`src/rtl/rffu_pkg.sv`:
```
package rffu_pkg;

    // Frame size defaults.
    localparam int unsigned DEF_FRAME_WIDTH  = 240;
    localparam int unsigned DEF_FRAME_HEIGHT = 320;

    // Field widths of one request and one result.
    localparam int unsigned ACTION_W = 2;
    localparam int unsigned POS_W    = 9;
    localparam int unsigned COLOUR_W = 16;
    localparam int unsigned PIXEL_W  = 16;
    localparam int unsigned IN_DATA_W  = 56;
    localparam int unsigned OUT_DATA_W = 16;
    localparam int unsigned OUT_USER_W = 2;

    // Signed width that holds every mapped bound for frames up to 1024 pixels.
    localparam int unsigned COORD_W = 13;

    // Request kinds.
    localparam logic [ACTION_W-1:0] ACT_DRAW = 2'd0;
    localparam logic [ACTION_W-1:0] ACT_FILL = 2'd1;
    localparam logic [ACTION_W-1:0] ACT_READ = 2'd2;
    localparam logic [ACTION_W-1:0] ACT_NONE = 2'd3;

    // Orientation codes.
    localparam logic [1:0] ORIENT_0   = 2'd0;
    localparam logic [1:0] ORIENT_90  = 2'd1;
    localparam logic [1:0] ORIENT_180 = 2'd2;
    localparam logic [1:0] ORIENT_270 = 2'd3;

    typedef struct packed {
        logic capture;
        logic map_en;
        logic clip_en;
        logic base_en;
        logic wr_en;
        logic rd_en;
        logic out_load;
    } t_dp_cmd;

    typedef struct packed {
        logic act_ok;
        logic is_read;
        logic oor;
        logic nonempty;
        logic fill_last;
        logic out_busy;
    } t_dp_sts;

    // The panel expects the two bytes of each colour word swapped.
    function automatic logic [PIXEL_W-1:0] swap_bytes(input logic [COLOUR_W-1:0] c);
        return {c[7:0], c[15:8]};
    endfunction

endpackage

```
`src/rtl/rffu_ctrl.sv`:
```
module rffu_ctrl
    import rffu_pkg::*;
(
    input  logic    i_clk,
    input  logic    i_rst_n,
    input  logic    i_in_valid,
    output logic    o_in_ready,
    input  t_dp_sts i_sts,
    output t_dp_cmd o_cmd
);

    typedef enum logic [2:0] {
        IDLE, MAP, CLIP, BASE, FILL, READ, DONE
    } t_state;

    t_state r_state, n_state;

    always_comb begin
        o_cmd   = '0;
        n_state = r_state;
        unique case (r_state)
            IDLE: begin
                if (i_in_valid) begin
                    o_cmd.capture = 1'b1;
                    n_state       = MAP;
                end
            end
            MAP: begin
                o_cmd.map_en = 1'b1;
                n_state      = CLIP;
            end
            CLIP: begin
                o_cmd.clip_en = 1'b1;
                n_state       = BASE;
            end
            BASE: begin
                o_cmd.base_en = 1'b1;
                if (!i_sts.act_ok) begin
                    n_state = DONE;
                end else if (i_sts.is_read) begin
                    n_state = i_sts.oor ? DONE : READ;
                end else begin
                    n_state = i_sts.nonempty ? FILL : DONE;
                end
            end
            FILL: begin
                o_cmd.wr_en = 1'b1;
                if (i_sts.fill_last) begin
                    n_state = DONE;
                end
            end
            READ: begin
                o_cmd.rd_en = 1'b1;
                n_state     = DONE;
            end
            DONE: begin
                if (!i_sts.out_busy) begin
                    o_cmd.out_load = 1'b1;
                    n_state        = IDLE;
                end
            end
            default: n_state = IDLE;
        endcase
    end

    always_ff @(posedge i_clk) begin
        if (!i_rst_n) begin
            r_state <= IDLE;
        end else begin
            r_state <= n_state;
        end
    end

    assign o_in_ready = (r_state == IDLE);

`ifndef SYNTH
    a_load_free: assert property (@(posedge i_clk) disable iff (!i_rst_n)
        o_cmd.out_load |-> !i_sts.out_busy)
        else $error("result loaded over an untaken result");
    a_rd_then_done: assert property (@(posedge i_clk) disable iff (!i_rst_n)
        o_cmd.rd_en |=> (r_state == DONE))
        else $error("read data not handed to the result stage");
    a_no_accept_busy: assert property (@(posedge i_clk) disable iff (!i_rst_n)
        (o_cmd.wr_en || o_cmd.rd_en) |-> !o_in_ready)
        else $error("input ready while the frame store is in use");
`endif

endmodule

```
`config.mk`:
```
export PLATFORM = sky130hd
export DESIGN_NAME = rffu_ctrl
export DESIGN_NICKNAME = d
export VERILOG_FILES = /design/src/rtl/rffu_pkg.sv /design/src/rtl/rffu_ctrl.sv
export SDC_FILE = /design/constraint.sdc
export NUM_CORES = 1
export LEC_CHECK = 0
export ABC_CLOCK_PERIOD_IN_PS = 3700
export BUFFER_PORTS_ARGS = -buffer_cell sky130_fd_sc_hd__buf_2
export CORE_AREA = 2 2 39 41
export CTS_BUF_LIST = sky130_fd_sc_hd__clkbuf_4 sky130_fd_sc_hd__clkbuf_8 sky130_fd_sc_hd__clkbuf_16
export DETAILED_ROUTE_END_ITERATION = 12
export DIE_AREA = 0 0 41 43
export PLACE_DENSITY_LB_ADDON = 0.3
export REMOVE_ABC_BUFFERS = 1
export SYNTH_ARGS = -nofsm -noshare
export SYNTH_HDL_FRONTEND = slang
export SYNTH_SLANG_ARGS = --single-unit
```
`constraint.sdc`:
```
create_clock -name i_clk -period 3.7 [get_ports i_clk]
set_clock_uncertainty 0.05 [all_clocks]
set_input_delay 0.185 -clock i_clk [delete_from_list [all_inputs] [get_ports i_clk]]
set_output_delay 0.185 -clock i_clk [all_outputs]
set_load 0.02 [all_outputs]
```
# Word level (Yosys, flattened, before mapping)
# Index checks and enable logic that the tools add are counted.
dict set report word_totals {
  regBits 3
  word_cells 29
  out_inout_bits 8
}
dict set report op_classes {
  n_eq_ne 9
  muxes 17
  n_reduce_logical 2
}
# op count
set op_table {}
lappend op_table {{case mux 3 bit (7 select lines)} 1}
lappend op_table {{two-way mux 3 bit} 4}
lappend op_table {{equality test 3 bit, second input constant} 3}
lappend op_table {{two-way mux 1 bit} 9}
lappend op_table {{equality test 3 x 2 -> 1 bit, second input constant} 2}
lappend op_table {{two-way mux 2 bit} 3}
lappend op_table {{!= test 2 bit, second input constant} 3}
lappend op_table {{equality test 3 x 1 -> 1 bit, second input constant} 1}
lappend op_table {{logical NOT 3 bit} 1}
lappend op_table {{AND reduction 3 bit} 1}

# Longest topological paths before layout
dict set report depth {
  ltp_word 4
  depth_mapped 4
  depth_no_buf 3
}

# Worst setup path before layout
# Ideal clock, no wire load.
dict set report synth_timing {
  path_type {register to output}
  start {reg r_state[2]}
  end {out o_cmd[6] (netlist name)}
  t_required_ns 3.465
  path_stages_with_launch 4
  t_arrival_ns 1.334
  path_buffers 1
  slack_ns 2.131
  cell_sequence {dfxtp_1 -> buf_4 -> nor3_1 -> and2_1}
}
# element line_no
set synth_rtl {}
lappend synth_rtl {{start, declared} rffu_ctrl.sv:16} ;# t_state r_state, n_state;
lappend synth_rtl {{start signal, assigned} rffu_ctrl.sv:70} ;# r_state <= n_state;
lappend synth_rtl {{end, declared} rffu_ctrl.sv:9} ;# output t_dp_cmd o_cmd

==> flow_summary.yaml <==
synthesis:
  synth_cells: 29
  synth-main-ff-cell: "dfxtp_1"
  synth.avg_cell_area_sq_um: 9.060
  synth_area_sq_um: 262.8
  synth_warnings: 0
  async_reset_ff_share_pct: 0
  synth_top_area_share_pct: 22.86
  synth_area_leaders: "dfxtp_1 (23%), nor3b_1 (8.6%), and3b_2 (7.6%), nand4b_1 (6.7%), a2111oi_2 (5.7%)"
  synth_common_cells: "dfxtp_1 (3), nor3b_1 (3)"
  synth_edf_count: 0
  ys_ff_latch: 3
  ys_types: 21
  yosys.area.top_type: "dfxtp_1"
  ys_seq_area_share_pct: 22.86
flow_run:
  max_cap_viol_count: 0
power_and_ir_drop:
  finalPower_uw: 154.1
  p_per_area_nw_per_um2: 420.3
  p_leak_nw: 0.1688
  ir_worst_vdd_mv: 0.1315
worst_setup_path:
  cp.arrival_ns: 1.26
  rr_worst_depth: 3
  crit_start: "r_state[1]$_SDFFE_PN0P_"
  end_kind: "primary output"
  critical_path.startpoint_type: "flop"
  rr_endpoint: "r_state[1]$_SDFFE_PN0P_"
  r2r_slack_ns: 2.24
  cp.required_ns: 3.46
  crit_type: "reg2out"
  crit_fanout: 12
  r2r_start: "r_state[2]$_SDFFE_PN0P_"
placement:
  dpl.hpwl_um: 464.7
  gp_congestion: 0.6894
  io_buffers: 16
route:
  wl_per_cell_um: 10.44
  routed_wl_um: 647
  drcViolationCount: 0
  drt_iter0_drc: 1
  via_count: 275
  avgViaCountPerCell: 4.435
  firstDrtPassIters: 2
  ant_nets: 0
grt:
  grt_pass1_vias: 256
  gr-total-overflow: 0
  grtUsageTotal_pct: 9.529
  antenna_found_initial: 0
  grt_pass1_wl_um: 1055
  grt_max_degree: 13
floorplan:
  rows: 14
  coreArea_sq_um: 1384
  dieArea_sq_um: 1763
  chipWidth_um: 41
  die_h_um: 43
  initial_core_util_pct: 18.99
  io_pins: 17
timing:
  setup_tns_ns: 0
  rsz0062_at_grt: "false"
  finalHoldViolCount: 0
  slew_headroom_pct: 74.78
  setup_viol: 0
  max_slew.worst_pin.slew_ns: 0.3778
  fin_crit_sh_pct: 40.36
  whs_ns: 0.1752
  maxSlewViolCount: 0
  fmax_ghz: 0.6697
  fin_crit_ns: 1.493
clocking:
  post_cts_buffers: 0
  cts_buffers: 3
  cts_root_buffer: "clkbuf_4"
  cts_tree: "built"
  ctsHoldBuffers: 0
  cts.repair.resized: 0
  cts_max_path_buffers: 2
  htreeDepth: 1
  clkTransAtPathRegs_ns: 0.04
  insertion_delay_ns: 0.23
  cts_sinks: 3
cells_and_area:
  final_layout_size_suffix_gt1_share_pct: 54.35
  nFillCells: 155
  top_register: "r_state"
  largestRegisters: "r_state: 3 flops"
  fin_util_pct: 26.49
  area_delta_synth_final_pct: 39.52
  regArea_sq_um: 60.06
  n_antenna_cell: 0
  largest_reg_flops: 3
  multi_input_area_sq_um: 172.7
  fin_nets: 56
outcome:
  outcome: "finished, final reports clean"
hold_path:
  min_path_type: "in2reg"
  hold_end: "r_state[2]$_SDFFE_PN0P_"
  hold_path_depth: 2
  min_from: "i_rst_n"
==> per-layer routing <==
layer  GRT usage [%]  share of wire, %
met4           8.000                 0
met1           11.86                47
met3           4.712                12
met2           11.56                41
met5               0                 0
==> per-stage QoR <==
step           instance area (sq um)  worst slack (ns)  instances
2_1_floorplan                  236.5             2.167         26
3_3_place_gp                   336.6             2.284         58
3_5_place_dp                   336.6             2.248         58
4_1_cts                        366.6             2.185         62
5_1_grt                        366.6             2.078         62
6_report                       366.6             2.207         62
==> cells in the final DEF, fill, tap and decap left out <==
cell type	Yosys	routed
nand3_1	1	1
nand2b_1	1	1
o21a_1	1	1
a211oi_1	1	1
buf_2	0	16
nor3b_1	3	3
nand4b_1	2	2
nor3_1	2	2
and2_1	1	1
o32ai_1	1	1
dfxtp_1	3	3
inv_1	1	1
nor2_1	1	1
a21boi_0	1	1
clkbuf_4	0	4
and3b_2	2	2
a2111oi_2	1	1
mux2_2	1	1
o31ai_2	1	1
nand3b_1	1	1
nand2_1	1	1
==> layout make-up <==
class | instances | area share [%]
well taps | 16 | 5.461
flip-flops and latches | 3 | 16.38
multi-input cells | 22 | 47.10
clock buffers | 4 | 8.191
inverters | 1 | 1.024
repair buffers | 16 | 21.84
==> critical path: stages (launching register included) <==
cell,delay (ns)
dfxtp_1,0.40
nor3_1,0.31
and2_1,0.16
buf_2,0.15
==> how the worst max path moves through the flow <==
stage / to / slack [ns] / depth (start not counted)
floorplan: o_cmd[6] / 2.17 / 2
global placement: r_state[1]$_SDFFE_PN0P_ / 2.28 / 3
detailed placement: r_state[1]$_SDFFE_PN0P_ / 2.25 / 3
CTS: o_cmd[6] / 2.18 / 3
global route: o_cmd[6] / 2.08 / 3
finish: o_cmd[6] / 2.21 / 3
==> report_power, final <==
group          switching [mW]  leakage, nW  total [mW]  internal [mW]
registers              0.0102       0.0246      0.0463         0.0361
logic                  0.0229        0.126      0.0435         0.0206
clock network          0.0166       0.0184      0.0643         0.0477
==> kinds of logic after synthesis <==
group                  synth area share [%]
and+or+nand+nor                       39.05
AOI/OAI and AO/OA                     22.38
buffers and inverters                 11.43
DFF                                   22.86
muxes                                 4.285
No activity file was read; power rests on OpenSTA's default activity.
